<file path="src/sv/hsv2rgb_pkg.sv">
// ----------------------------------------------------------------------------
// hsv2rgb_pkg
// Shared types, constants and the 8x8 scale helper for the HSV to RGB pipeline.
// ----------------------------------------------------------------------------
package hsv2rgb_pkg;

  // hue steps per colour wheel sector
  localparam int unsigned SectorSteps = 43;
  // ramp slope within one sector
  localparam int unsigned RampGain    = 6;

  localparam logic [7:0] Sector1Base = 8'(SectorSteps * 1);
  localparam logic [7:0] Sector2Base = 8'(SectorSteps * 2);
  localparam logic [7:0] Sector3Base = 8'(SectorSteps * 3);
  localparam logic [7:0] Sector4Base = 8'(SectorSteps * 4);
  localparam logic [7:0] Sector5Base = 8'(SectorSteps * 5);

  // largest ramp value, at the last step of a sector
  localparam logic [7:0] RampMax = 8'((SectorSteps - 1) * RampGain);

  typedef enum logic [2:0] {
    SECTOR_0 = 3'd0,
    SECTOR_1 = 3'd1,
    SECTOR_2 = 3'd2,
    SECTOR_3 = 3'd3,
    SECTOR_4 = 3'd4,
    SECTOR_5 = 3'd5
  } sector_e;

  // 8x8 product, top byte kept
  function automatic logic [7:0] mul8(input logic [7:0] a, input logic [7:0] b);
    logic [15:0] prod;
    prod = a * b;
    return prod[15:8];
  endfunction

endpackage

</file>
<file path="src/sv/hsv_to_rgb_converter.sv">
// ----------------------------------------------------------------------------
// hsv_to_rgb_converter
// Converts 8-bit hue, saturation and value words into 8-bit red, green, blue.
// ----------------------------------------------------------------------------
// usage
//   input channel : in_valid_i / in_stall_o, payload hue_i, saturation_i,
//                   brightness_i; a word is taken on a rising edge with
//                   in_valid_i high and in_stall_o low
//   output channel: out_valid_o / out_stall_i, payload red_o, green_o, blue_o;
//                   one result word for every input word, in order
//   path          : an accepted word passes four registers in order, stage 1,
//                   stage 2, stage 3 and the output register behind out_valid_o
//   throughput    : one word per cycle while out_stall_i is low, set by the four
//                   register stages (sector split, first scale products, blend
//                   and second scale products, channel select), each taking a
//                   new word every cycle unless held
//   stall         : a stage holds while the stage after it is full and held;
//                   empty stages keep filling, so up to four words are held
//                   inside while out_stall_i is high, and nothing is lost or
//                   repeated
//   reset         : rst_ni clears all valid bits; the pipeline comes up empty
//                   and ready for input
// ----------------------------------------------------------------------------
module hsv_to_rgb_converter (
  input  logic       clk_i,
  input  logic       rst_ni,
  // input word
  input  logic       in_valid_i,
  output logic       in_stall_o,
  input  logic [7:0] hue_i,
  input  logic [7:0] saturation_i,
  input  logic [7:0] brightness_i,
  // output word
  output logic       out_valid_o,
  input  logic       out_stall_i,
  output logic [7:0] red_o,
  output logic [7:0] green_o,
  output logic [7:0] blue_o
);

  // --------------------------------------------------------------------------
  // pipeline flow control: a stage moves when it is empty or its successor
  // moves; the output register moves when the receiver does not stall
  // --------------------------------------------------------------------------
  logic s1_valid_q, s2_valid_q, s3_valid_q, out_valid_q;
  logic s1_en, s2_en, s3_en, out_en;

  assign out_en = !out_valid_q || !out_stall_i;
  assign s3_en  = !s3_valid_q  || out_en;
  assign s2_en  = !s2_valid_q  || s3_en;
  assign s1_en  = !s1_valid_q  || s2_en;

  assign in_stall_o = !s1_en;

  // --------------------------------------------------------------------------
  // stage 1: sector split of the hue, ramp within the sector, inverted
  // saturation
  // --------------------------------------------------------------------------
  hsv2rgb_pkg::sector_e sector_d;
  logic [7:0]           sector_base;
  logic [7:0]           remainder;
  logic [7:0]           ramp_d;

  always_comb begin
    if (hue_i >= hsv2rgb_pkg::Sector5Base) begin
      sector_d    = hsv2rgb_pkg::SECTOR_5;
      sector_base = hsv2rgb_pkg::Sector5Base;
    end else if (hue_i >= hsv2rgb_pkg::Sector4Base) begin
      sector_d    = hsv2rgb_pkg::SECTOR_4;
      sector_base = hsv2rgb_pkg::Sector4Base;
    end else if (hue_i >= hsv2rgb_pkg::Sector3Base) begin
      sector_d    = hsv2rgb_pkg::SECTOR_3;
      sector_base = hsv2rgb_pkg::Sector3Base;
    end else if (hue_i >= hsv2rgb_pkg::Sector2Base) begin
      sector_d    = hsv2rgb_pkg::SECTOR_2;
      sector_base = hsv2rgb_pkg::Sector2Base;
    end else if (hue_i >= hsv2rgb_pkg::Sector1Base) begin
      sector_d    = hsv2rgb_pkg::SECTOR_1;
      sector_base = hsv2rgb_pkg::Sector1Base;
    end else begin
      sector_d    = hsv2rgb_pkg::SECTOR_0;
      sector_base = 8'd0;
    end
  end

  // remainder stays below 43, so six times it fits in a byte
  assign remainder = hue_i - sector_base;
  assign ramp_d    = 8'(remainder * 8'(hsv2rgb_pkg::RampGain));

  hsv2rgb_pkg::sector_e s1_sector_q;
  logic [7:0]           s1_ramp_q;
  logic [7:0]           s1_inv_sat_q;
  logic [7:0]           s1_bright_q;

  always_ff @(posedge clk_i or negedge rst_ni) begin
    if (!rst_ni) begin
      s1_valid_q <= 1'b0;
    end else if (s1_en) begin
      s1_valid_q <= in_valid_i;
    end
  end

  always_ff @(posedge clk_i) begin
    if (s1_en && in_valid_i) begin
      s1_sector_q  <= sector_d;
      s1_ramp_q    <= ramp_d;
      s1_inv_sat_q <= ~saturation_i;
      s1_bright_q  <= brightness_i;
    end
  end

  // --------------------------------------------------------------------------
  // stage 2: first scale products (low channel, blend corrections)
  // --------------------------------------------------------------------------
  hsv2rgb_pkg::sector_e s2_sector_q;
  logic [7:0]           s2_ramp_q;
  logic [7:0]           s2_bright_q;
  logic [7:0]           s2_low_q;
  logic [7:0]           s2_nr_is_q;    // (255 - ramp) scaled by inverted sat
  logic [7:0]           s2_ramp_is_q;  // ramp scaled by inverted sat

  always_ff @(posedge clk_i or negedge rst_ni) begin
    if (!rst_ni) begin
      s2_valid_q <= 1'b0;
    end else if (s2_en) begin
      s2_valid_q <= s1_valid_q;
    end
  end

  always_ff @(posedge clk_i) begin
    if (s2_en && s1_valid_q) begin
      s2_sector_q  <= s1_sector_q;
      s2_ramp_q    <= s1_ramp_q;
      s2_bright_q  <= s1_bright_q;
      s2_low_q     <= hsv2rgb_pkg::mul8(s1_inv_sat_q, s1_bright_q);
      s2_nr_is_q   <= hsv2rgb_pkg::mul8(~s1_ramp_q, s1_inv_sat_q);
      s2_ramp_is_q <= hsv2rgb_pkg::mul8(s1_ramp_q, s1_inv_sat_q);
    end
  end

  // --------------------------------------------------------------------------
  // stage 3: rising and falling blends, scaled by the brightness
  // --------------------------------------------------------------------------
  logic [7:0] up_blend;
  logic [7:0] down_blend;

  // neither sum passes 255, the top byte of each product keeps it in range
  assign up_blend   = s2_ramp_q + s2_nr_is_q;
  assign down_blend = ~s2_ramp_q + s2_ramp_is_q;

  hsv2rgb_pkg::sector_e s3_sector_q;
  logic [7:0]           s3_full_q;
  logic [7:0]           s3_low_q;
  logic [7:0]           s3_up_q;
  logic [7:0]           s3_down_q;

  always_ff @(posedge clk_i or negedge rst_ni) begin
    if (!rst_ni) begin
      s3_valid_q <= 1'b0;
    end else if (s3_en) begin
      s3_valid_q <= s2_valid_q;
    end
  end

  always_ff @(posedge clk_i) begin
    if (s3_en && s2_valid_q) begin
      s3_sector_q <= s2_sector_q;
      s3_full_q   <= s2_bright_q;
      s3_low_q    <= s2_low_q;
      s3_up_q     <= hsv2rgb_pkg::mul8(up_blend, s2_bright_q);
      s3_down_q   <= hsv2rgb_pkg::mul8(down_blend, s2_bright_q);
    end
  end

  // --------------------------------------------------------------------------
  // stage 4: route the four channel terms by sector into the output register
  // --------------------------------------------------------------------------
  logic [7:0] red_d, green_d, blue_d;

  always_comb begin
    unique case (s3_sector_q)
      hsv2rgb_pkg::SECTOR_0: begin
        red_d = s3_full_q; green_d = s3_up_q;   blue_d = s3_low_q;
      end
      hsv2rgb_pkg::SECTOR_1: begin
        red_d = s3_down_q; green_d = s3_full_q; blue_d = s3_low_q;
      end
      hsv2rgb_pkg::SECTOR_2: begin
        red_d = s3_low_q;  green_d = s3_full_q; blue_d = s3_up_q;
      end
      hsv2rgb_pkg::SECTOR_3: begin
        red_d = s3_low_q;  green_d = s3_down_q; blue_d = s3_full_q;
      end
      hsv2rgb_pkg::SECTOR_4: begin
        red_d = s3_up_q;   green_d = s3_low_q;  blue_d = s3_full_q;
      end
      default: begin
        red_d = s3_full_q; green_d = s3_low_q;  blue_d = s3_down_q;
      end
    endcase
  end

  logic [7:0] red_q, green_q, blue_q;

  always_ff @(posedge clk_i or negedge rst_ni) begin
    if (!rst_ni) begin
      out_valid_q <= 1'b0;
    end else if (out_en) begin
      out_valid_q <= s3_valid_q;
    end
  end

  always_ff @(posedge clk_i) begin
    if (out_en && s3_valid_q) begin
      red_q   <= red_d;
      green_q <= green_d;
      blue_q  <= blue_d;
    end
  end

  assign out_valid_o = out_valid_q;
  assign red_o       = red_q;
  assign green_o     = green_q;
  assign blue_o      = blue_q;

  // --------------------------------------------------------------------------
  // assertions
  // --------------------------------------------------------------------------

  // an accepted word always lands in stage 1
  a_accept_lands: assert property (@(posedge clk_i) disable iff (!rst_ni)
    (in_valid_i && !in_stall_o) |=> s1_valid_q)
    else $error("accepted word did not enter stage 1");

  // the ramp never passes its value at the last step of a sector
  a_ramp_range: assert property (@(posedge clk_i) disable iff (!rst_ni)
    s1_valid_q |-> (s1_ramp_q <= hsv2rgb_pkg::RampMax))
    else $error("ramp out of range");

  // blend sums never wrap
  a_blend_no_wrap: assert property (@(posedge clk_i) disable iff (!rst_ni)
    s2_valid_q |-> (({1'b0, s2_ramp_q} + {1'b0, s2_nr_is_q} <= 9'd255) &&
                    ({1'b0, ~s2_ramp_q} + {1'b0, s2_ramp_is_q} <= 9'd255)))
    else $error("blend sum overflow");

  // a full last stage moves on when the output register frees up
  a_stage3_moves: assert property (@(posedge clk_i) disable iff (!rst_ni)
    (s3_valid_q && out_en) |=> out_valid_q)
    else $error("stage 3 word dropped");

  // a held output word is never overwritten by the stage behind it
  a_out_hold: assert property (@(posedge clk_i) disable iff (!rst_ni)
    (out_valid_q && out_stall_i) |=> (out_valid_q && $stable(red_q) &&
                                      $stable(green_q) && $stable(blue_q)))
    else $error("stalled output word changed");

endmodule
</file>
<file path="config.mk">
export PLATFORM = sky130hd
export DESIGN_NAME = hsv_to_rgb_converter
export DESIGN_NICKNAME = d
export VERILOG_FILES = /design/src/sv/hsv2rgb_pkg.sv /design/src/sv/hsv_to_rgb_converter.sv
export SDC_FILE = /design/constraint.sdc
export NUM_CORES = 1
export LEC_CHECK = 0
export BUFFER_PORTS_ARGS = -buffer_cell sky130_fd_sc_hd__buf_2
export CAP_MARGIN = 20
export CORE_UTILIZATION = 30
export DETAILED_ROUTE_END_ITERATION = 8
export PLACE_DENSITY = 0.43
export SETUP_SLACK_MARGIN = 0.02
export SLEW_MARGIN = 25
export SYNTH_ARGS = -nofsm -noshare
export SYNTH_HDL_FRONTEND = slang
export SYNTH_SLANG_ARGS = --single-unit
</file>
<file path="constraint.sdc">
create_clock -name clk_i -period 10.3 [get_ports clk_i]
set_input_delay 0.515 -clock clk_i [delete_from_list [all_inputs] [get_ports clk_i]]
set_output_delay 0.515 -clock clk_i [all_outputs]
set_load 0.005 [all_outputs]
</file>
Word-level counts from Yosys, hierarchy flattened
Index checks and enable logic that the tools add are counted.
{ "totals": {"ff_bits": 131, "latch_bits": 0, "ram_bits": 0, "mem_bits_ro": 0, "inputBits": 28, "output_inout_bits": 26, "elab_cells": 76, "mem_count": 0} }
{ "classes": {"n_addsub": 3, "mul": 6, "div_mod_pow": 0, "order_cmp": 5, "eq_ne": 4, "shifts": 0, "muxes": 12, "bitwise": 3, "reduce_logical": 20} }
{ "ops": {"columns": ["cell", "count"], "rows": [
  ["8-bit case mux with 3 select lines", 3],
  ["8-bit by 8-bit multiplier with 16-bit output", 4],
  ["8-bit >= comparator (second input constant)", 3],
  ["8-bit 2-to-1 mux", 3],
  ["8-bit NOT", 3],
  ["8-bit adder", 2],
  ["7-bit by 8-bit multiplier with 15-bit output", 1],
  ["2-bit OR reduction", 5],
  ["8-bit by 6-bit >= comparator with 1-bit output (second input constant)", 1],
  ["8-bit by 7-bit >= comparator with 1-bit output (second input constant)", 1],
  ["8-bit by 2-bit multiplier with 7-bit output (second input constant)", 1],
  ["8-bit subtractor", 1],
  ["7-bit 2-to-1 mux", 1],
  ["3-bit by 2-bit == test with 1-bit output (second input constant)", 2],
  ["1-bit logical NOT", 6],
  ["6-bit 2-to-1 mux", 1],
  ["1-bit logical AND", 4],
  ["1-bit logical OR", 4],
  ["2-bit 2-to-1 mux", 2],
  ["3-bit by 1-bit == test with 1-bit output (second input constant)", 1],
  ["3-bit == test (second input constant)", 1],
  ["3-bit logical NOT", 1],
  ["1-bit 2-to-1 mux", 2]
]} }

Logic depth before layout (Yosys ltp)
Gate-level depths: netlist of run 1.
{ "logic_depth": {"depth_word": 8, "ltp_mapped": 24, "ltp_nobuf": 24} }

Least setup slack after synthesis of run 1
OpenSTA, ideal clock, no wires.
{ "synth_timing": {"path_type": "reg-to-reg", "from": "register s2_ramp_q[1]", "to": "register s3_up_q[7] (data pin)", "setup_time_ns": 0.260, "arrival_time_ns": 5.159, "required_time_ns": 10.040, "path_slack_ns": 4.881, "stages_incl_launch_ff": 24, "path_buffers": 1, "period_less_slack_ns": 5.419, "path_cell_list": "edfxtp_1 -> ha_1 -> inv_1 -> fa_1 -> nor2b_1 -> o21ai_0 -> a21boi_0 -> o21a_1 -> or3_1 -> clkbuf_1 -> a21boi_0 -> fa_1 -> inv_1 -> fa_1 -> fa_1 -> fa_1 -> inv_1 -> ha_1 -> o21a_1 -> a21oi_1 -> o22ai_1 -> nor4_2 -> o21ai_0 -> xnor2_1"} }
{ "synth_via": {"elab_chain_cells": 2} }
{ "synth_lines": {"columns": ["element", "line_no", "text"], "rows": [
  ["start: declaration", "hsv_to_rgb_converter.sv:116", "logic [7:0] s2_ramp_q;"],
  ["start signal: assignment", "hsv_to_rgb_converter.sv:133", "s2_ramp_q <= s1_ramp_q;"],
  ["8-bit adder", "hsv_to_rgb_converter.sv:148", "assign up_blend = s2_ramp_q + s2_nr_is_q;"],
  ["8-bit by 8-bit multiplier with 16-bit output", "hsv2rgb_pkg.sv:33", "prod = a * b;"],
  ["end signal: assignment", "hsv_to_rgb_converter.sv:170", "s3_up_q <= hsv2rgb_pkg::mul8(up_blend, s2_bright_q);"],
  ["end: declaration", "hsv_to_rgb_converter.sv:154", "logic [7:0] s3_up_q;"]
]} }
Every way passes these cells.
A chain may end at the register's enable or synchronous reset.

Worst setup path in the final report of run 1
{ "layout_timing": {"from": "register s2_ramp_is_q[0]", "to": "register s3_down_q[4] (data pin)"} }
{ "layout_via": {"elab_chain_cells": 2} }
{ "layout_lines": {"columns": ["element", "line_no", "text"], "rows": [
  ["start: declaration", "hsv_to_rgb_converter.sv:120", "logic [7:0] s2_ramp_is_q;"],
  ["start signal: assignment", "hsv_to_rgb_converter.sv:137", "s2_ramp_is_q <= hsv2rgb_pkg::mul8(s1_ramp_q, s1_inv_sat_q);"],
  ["8-bit adder", "hsv_to_rgb_converter.sv:149", "assign down_blend = ~s2_ramp_q + s2_ramp_is_q;"],
  ["8-bit by 8-bit multiplier with 16-bit output", "hsv2rgb_pkg.sv:33", null],
  ["end signal: assignment", "hsv_to_rgb_converter.sv:171", "s3_down_q <= hsv2rgb_pkg::mul8(down_blend, s2_bright_q);"],
  ["end: declaration", "hsv_to_rgb_converter.sv:155", "logic [7:0] s3_down_q;"]
]} }
Every way passes these cells.

==> flow_summary.toml, run 1 <==
[place]
placement.io_buffers = 53
placed_cell_area_mm2 = 0.0166
hpwl_um = 26500
gp_congestion = 0.782

[setup_path]
crit_path_max_fanout = 8
critPathLaunchType = "register"
crit_arrival_ns = 6.24
worstPathRequired_ns = 10.61
endpoint_kind = "register"
path_class = "reg2reg"

[yosys]
synth_ff_type = "edfxtp_1"
synth_edf_count = 127
syn_nets = 1931
synth_seq_cells = 131
avgSynthCellArea_um2 = 10.0
synthCells = 1545
async_flop_share_pct = 3.05
netlist_area_mm2 = 0.0155
yosysSeqAreaShare_pct = 25.2
yosys_warnings = 0
ys_types = 70

[global_route]
grt_max_degree = 59
grt_pass1_wl_um = 56600
antenna_found_initial = 1
first_global_vias = 11000
grt.total_usage_pct = 13.6
grt_remaining_overflow = 0

[sta]
rsz0062_at_grt = "no"
fin_skew_ns = 0.0104
drv_slew = 0
period_share_pct = 57.6
hold_viol = 0
maxSlewHeadroom_pct = 34.4
setup-violations-final = 0
period_minus_slack_ns = 5.93
finalSetupTns_ns = 0
max_freq_ghz = 0.169
tightest_slew_ns = 0.985

[floorplanning]
fp.dieH_um = 229
row_count = 82
initial_core_util_pct = 30.7
fp.coreArea_mm2 = 0.0506
die_w_um = 229
ios = 54
die_area_mm2 = 0.0526

[finish]
syn_to_final_growth_pct = 10.7
utilization_pct = 33.9
diodes = 0
fill_cells = 5184
drive_gt1_share_pct = 8.27
final_area_mm2 = 0.0172
layout_common_cells = "inv_1, ha_1, fa_1"
fin_nets = 1969
final_common_cell = "inv_1"

[clocking]
post_cts_resized = 0
cts_tree = "built"
htreeDepth = 4
clock_sinks = 131
cts_hold_buf = 1
clk_path_buf_depth = 2
cts_inserted_buffers = 17
worstSkewPairLatency_ns = 0.45
clock-root-buffer = "clkbuf_16"
clkTransAtPathRegs_ns = 0.07
post_cts_buffers = 0

[drt]
drt_pass1_iterations = 4
vias_per_cell = 4.59
drt_wl_total_um = 34000
detail_route.wl_per_cell_um = 15.0
antenna_left = 0
drc_errors = 0
drt_iter0_markers = 439
vias = 10400

[job]
drv_cap = 0

[min_path]
hold_path_class = "in2reg"

[outcome]
outcome = "complete, no violations"
-- Yosys cell counts, drive strengths merged, types with 5 or more instances --
master  count  area [µm²]
a22o        5        43.8
o21a        9        67.6
nand2     118         443
a21oi      50         254
a21boi     15         113
a21o       28         210
nand2b     46         288
and3       11        68.8
clkbuf     46         174
edfxtp    127        3810
inv       273        1020
and2      110         688
mux2       17         191
nor2b      58         363
nand4       5        31.3
nor2       38         145
o22ai       7        43.8
nor3       13        70.1
ha        186        2330
mux2i      22         220
a211oi     12        90.1
a31oi       6        37.5
nand3      12        60.1
nor3b       8        65.1
xor2       12         105
o21ai      46         234
xnor2      36         315
fa        172        3440
-- stage by stage --
| step | hold slack (ns) | setup slack, ns | std cells |
|---|---|---|---|
| floorplan | 0.219 | 4.88 | 1545 |
| global placement | 0.324 | 4.50 | 2232 |
| detailed placement | 0.329 | 4.42 | 2233 |
| CTS | 0.212 | 4.38 | 2266 |
| global route | 0.216 | 3.86 | 2268 |
| finish | 0.238 | 4.37 | 2268 |
-- path summary, 6_finish.rpt --
kind	from	endpoint	slack, ns	depth (start not counted)
max in group asynchronous	rst_ni	out_valid_o	9.79	2
worst max-delay path	s2_ramp_is_q[0]	s3_down_q[4]	4.37	20
worst max register to register	s2_ramp_is_q[0]	s3_down_q[4]	4.37	20
worst min register to register	s2_low_q[2]	s3_low_q[2]	0.42	0
worst min-delay path	brightness_i[7]	s1_bright_q[7]	0.24	1
min in group asynchronous	rst_ni	s1_valid_q	0.39	2
-- layout make-up --
cell class                      count  area (µm²)  share of cell area (%)
Clock buffer                       17         425                    2.48
Clock inverter                     15         136                   0.794
Inverter                          273        1020                    5.97
Multi-Input combinational cell   1092       10400                    60.6
Sequential cell                   131        3910                    22.8
Tap cell                          672         841                    4.90
Timing Repair Buffer               68         428                    2.49
-- kinds of logic (layout without fill, tap and decap cells) --
| logic type | count (synthesis) | count (layout) | synth area share, % |
|---|---|---|---|
| compound gates | 208 | 208 | 8.92 |
| flops | 131 | 131 | 25.2 |
| fa+ha+maj | 358 | 358 | 37.2 |
| simple gates | 438 | 438 | 15.3 |
| xor+xnor | 49 | 49 | 2.86 |
| buf+inv | 322 | 373 | 7.80 |
| mux | 39 | 39 | 2.65 |
-- registers in the layout (all words and copies together), names as in the netlist, 3 cells and up --
register / flops
blue_o: 8
green_o: 8
red_o: 8
s1_bright_q: 8
s1_inv_sat_q: 8
s1_ramp_q: 7
s1_sector_q: 3
s2_bright_q: 8
s2_low_q: 8
s2_nr_is_q: 8
s2_ramp_is_q: 8
s2_ramp_q: 7
s2_sector_q: 3
s3_down_q: 8
s3_full_q: 8
s3_low_q: 8
s3_sector_q: 3
s3_up_q: 8
-- routing by layer --
metal	track usage (%)	vias up	wire length (µm)
met4	3.19	0	370
met2	22.8	79	16200
li1	-	5145	-
met1	18.3	5172	16800
met3	2.24	18	684
met5	0	-	0
-- critical path, cell delays in order (launching register included) --
cell	delay [ns]
edfxtp_1	0.46
inv_1	0.15
fa_1	0.44
nor2b_1	0.12
o21ai_0	0.10
a21boi_0	0.25
o21ai_0	0.14
a21boi_1	0.51
nor3b_1	0.17
fa_1	0.53
fa_1	0.50
fa_1	0.48
inv_1	0.05
fa_1	0.47
inv_1	0.04
ha_1	0.33
a21oi_1	0.16
nor2b_1	0.09
o31a_1	0.31
or4_1	0.41
nand3_1	0.08
Power of run 1 is left out: the tool's default activity adds up to more than one toggle a clock period on the data nets, which glitch-free logic cannot reach.
==> inputs of run 2 (changes only) <==
- ABC_AREA: unset -> 1
- clock period: 10.3 -> 5.64 ns (I/O delays scaled with it)
==> run 2 against run 1 <==
Against the previous run:
- global-route usage increased by 1.7 points
- the flow now finishes with violations (DRC)
- maximum frequency grew 14%
- synthesized cell count rose by 31%
- design area rose by 5.3%
- count of clock-buffer cells in the layout rose by 1
- die area grew 4.8%
- final cell count grew 23%
- core utilization rose by 0.11 points
- synthesized area is 4.9% higher
==> flow_summary.toml, run 2 <==
[sta]
maxSlewHeadroom_pct = 48.9
fin_skew_ns = 0.0175
rsz0062_at_grt = "no"
finalSetupTns_ns = 0
tightest_slew_ns = 0.767
drv_slew = 0
max_freq_ghz = 0.192
setup-violations-final = 0
period_minus_slack_ns = 5.20
period_share_pct = 92.3
hold_viol = 0

[setup_path]
reg2reg_slack_ns = 0.44
crit_slowest_cell = "fa_1"
crit_path_max_fanout = 7
r2r-end = "s3_down_q[6]"
worstSetupStartpoint = "s2_ramp_is_q[0]"
crit_arrival_ns = 5.42
cp_cell_sequence = "inv_1 > fa_1 > inv_1 > nand4_1 > nand3_1 > or2_2 > nand2_1 > nor2_1 > fa_1 > fa_1 > fa_1 > inv_1 > fa_1 > inv_1 > ha_1 > nand2_1 > nor4_1 > nand2_1 > nand3_1 > nand2_1"
path_class = "reg2reg"
r2r-start = "s2_ramp_is_q[0]"
path_depth = 20
critPathLaunchType = "register"
crit_top_cell = "fa_1"
critPathTopFamily = "adder cells"
worstPathRequired_ns = 5.86
crit_end = "s3_down_q[6]"
critPathBufInv = 4
reg2reg_depth = 20
max_stage_delay_ns = 0.52
endpoint_kind = "register"

[global_route]
grt.total_usage_pct = 15.3
grt_remaining_overflow = 0
antenna_found_initial = 0
first_global_vias = 12700
grt_max_degree = 43
grt_pass1_wl_um = 66600

[job]
drv_cap = 0

[clocking]
clk_path_buf_depth = 2
clock-root-buffer = "clkbuf_16"
htreeDepth = 4
cts_tree = "built"
clkTransAtPathRegs_ns = 0.06
cts_inserted_buffers = 17
clock_sinks = 131
worstSkewPairLatency_ns = 0.47

[finish]
fill_cells = 5608
regArea_mm2 = 0.00391
fin_nets = 2475
multiInputGateArea_mm2 = 0.0104
final_common_cell = "nand2_1"
drive_gt1_share_pct = 7.14
syn_to_final_growth_pct = 11.1
layout_common_cells = "nand2_1, inv_1, ha_1"
diodes = 0

[yosys]
async_flop_share_pct = 3.05
yosys_warnings = 0
synth.area.top_cells = "edfxtp_1, fa_1, ha_1"
netlist_area_mm2 = 0.0163
synth_top_cell_area_share_pct = 23.4
synthCells = 2026
synth_ff_type = "edfxtp_1"
ys_types = 47
synth.top_cells.by_count = "nand2_1, inv_1, ha_1, fa_1, nor2_1"
syn_nets = 2412
synth_edf_count = 127
synth_top_area_cell = "edfxtp_1"
avgSynthCellArea_um2 = 8.03
yosysMostFrequentCell = "nand2_1"
synth_seq_cells = 131
yosysSeqAreaShare_pct = 24.1

[floorplanning]
die_area_mm2 = 0.0551
die_w_um = 235
initial_core_util_pct = 30.6
ios = 54
fp.dieH_um = 235
fp.coreArea_mm2 = 0.0531
row_count = 84

[drt]
vias = 12600
topRoutingLayerUsed = "met4"
detail_route.wl_per_cell_um = 14.5
drt_wl_total_um = 40600
dr_wl_met3_um = 1240
drc_errors = 1
drt_pass1_iterations = 7
antenna_left = 0
vias_per_cell = 4.51
wl_met1_um = 19700
drt_iter0_markers = 665
wl_met2_um = 18800

[outcome]
failed_checks = "DRC"
outcome = "finished, violations left"

[min_path]
hold_path_class = "in2reg"

[place]
gp_congestion = 0.873
placement.io_buffers = 53
hpwl_um = 33800
==> run 2: changes by cell type after synthesis, sizes merged, moves of 25 or more <==
cell | previous run | this run
and2 | 110 | 0
nand3 | 12 | 69
nor2 | 38 | 164
nand2 | 118 | 539
nand2b | 46 | 0
inv | 273 | 485
xnor2 | 36 | 11
nor2b | 58 | 0
==> run 2: layout make-up <==
| class | instances | area share (%) |
|---|---|---|
| sequential | 131 | 21.7 |
| inverter | 488 | 10.1 |
| clock buffer | 18 | 2.37 |
| tap | 688 | 4.76 |
| multi-input combinational | 1365 | 57.3 |
| clock inverter | 14 | 0.824 |
| timing repair buffer | 86 | 2.95 |
==> run 2: cell families after synthesis <==
logic type      Yosys count  share of synthesized area, %
xor+xnor                 33                          1.87
compound gates          145                          5.28
simple gates            829                          21.0
buf+inv                 530                          12.4
flops                   131                          24.1
fa+ha+maj               358                          35.5
==> run 2: what timing repair did <==
item                                    4_1_cts  5_1_grt
hold buffers                                  8        0
buffers inserted                              0        1
hold endpoints to repair                     11        0
resized for setup                             0        0
endpoints found under the setup margin        0        1
==> run 2: worst min-delay path by stage <==
| stage | start | to | slack [ns] | cells after the start |
|---|---|---|---|---|
| final | saturation_i[7] | s1_inv_sat_q[7] | 0.05 | 2 |
| after detailed placement | rst_ni | s3_valid_q | 0.09 | 1 |
| after floorplan | rst_ni | out_valid_o | -0.01 | 0 |
| after CTS | saturation_i[7] | s1_inv_sat_q[7] | 0.003 | 2 |
| after global placement | rst_ni | s3_valid_q | 0.09 | 1 |
| after global routing | saturation_i[7] | s1_inv_sat_q[7] | 0.03 | 2 |
==> run 2: worst register-to-register path, stage by stage (launching register included) <==
cell	delay, ns
edfxtp_1	0.47
inv_1	0.25
fa_1	0.26
inv_1	0.07
nand4_1	0.08
nand3_1	0.09
or2_2	0.29
nand2_1	0.23
nor2_1	0.11
fa_1	0.52
fa_1	0.46
fa_1	0.51
inv_1	0.05
fa_1	0.47
inv_1	0.04
ha_1	0.39
nand2_1	0.13
nor4_1	0.31
nand2_1	0.11
nand3_1	0.08
nand2_1	0.05
==> run 2: layer usage <==
metal,global-route usage (%),vias up
met2,25.2,188
met4,4.94,0
met3,2.56,33
met5,0,-
li1,-,6371
met1,20.5,6004
==> run 2: per-stage QoR <==
step	worst slack [ns]	instance area, µm²	std cells	hold WS, ns	utilization, %
after floorplan	0.732	16300	2026	-0.0136	-
after global routing	0.0603	18100	2790	0.0251	34.1
final	0.435	18100	2790	0.0524	34.1
after global placement	0.449	17400	2749	0.0905	32.8
after detailed placement	0.344	17400	2749	0.0923	32.8
after CTS	0.356	18100	2789	0.00263	34.0
Power of run 2 is left out for the same reason.
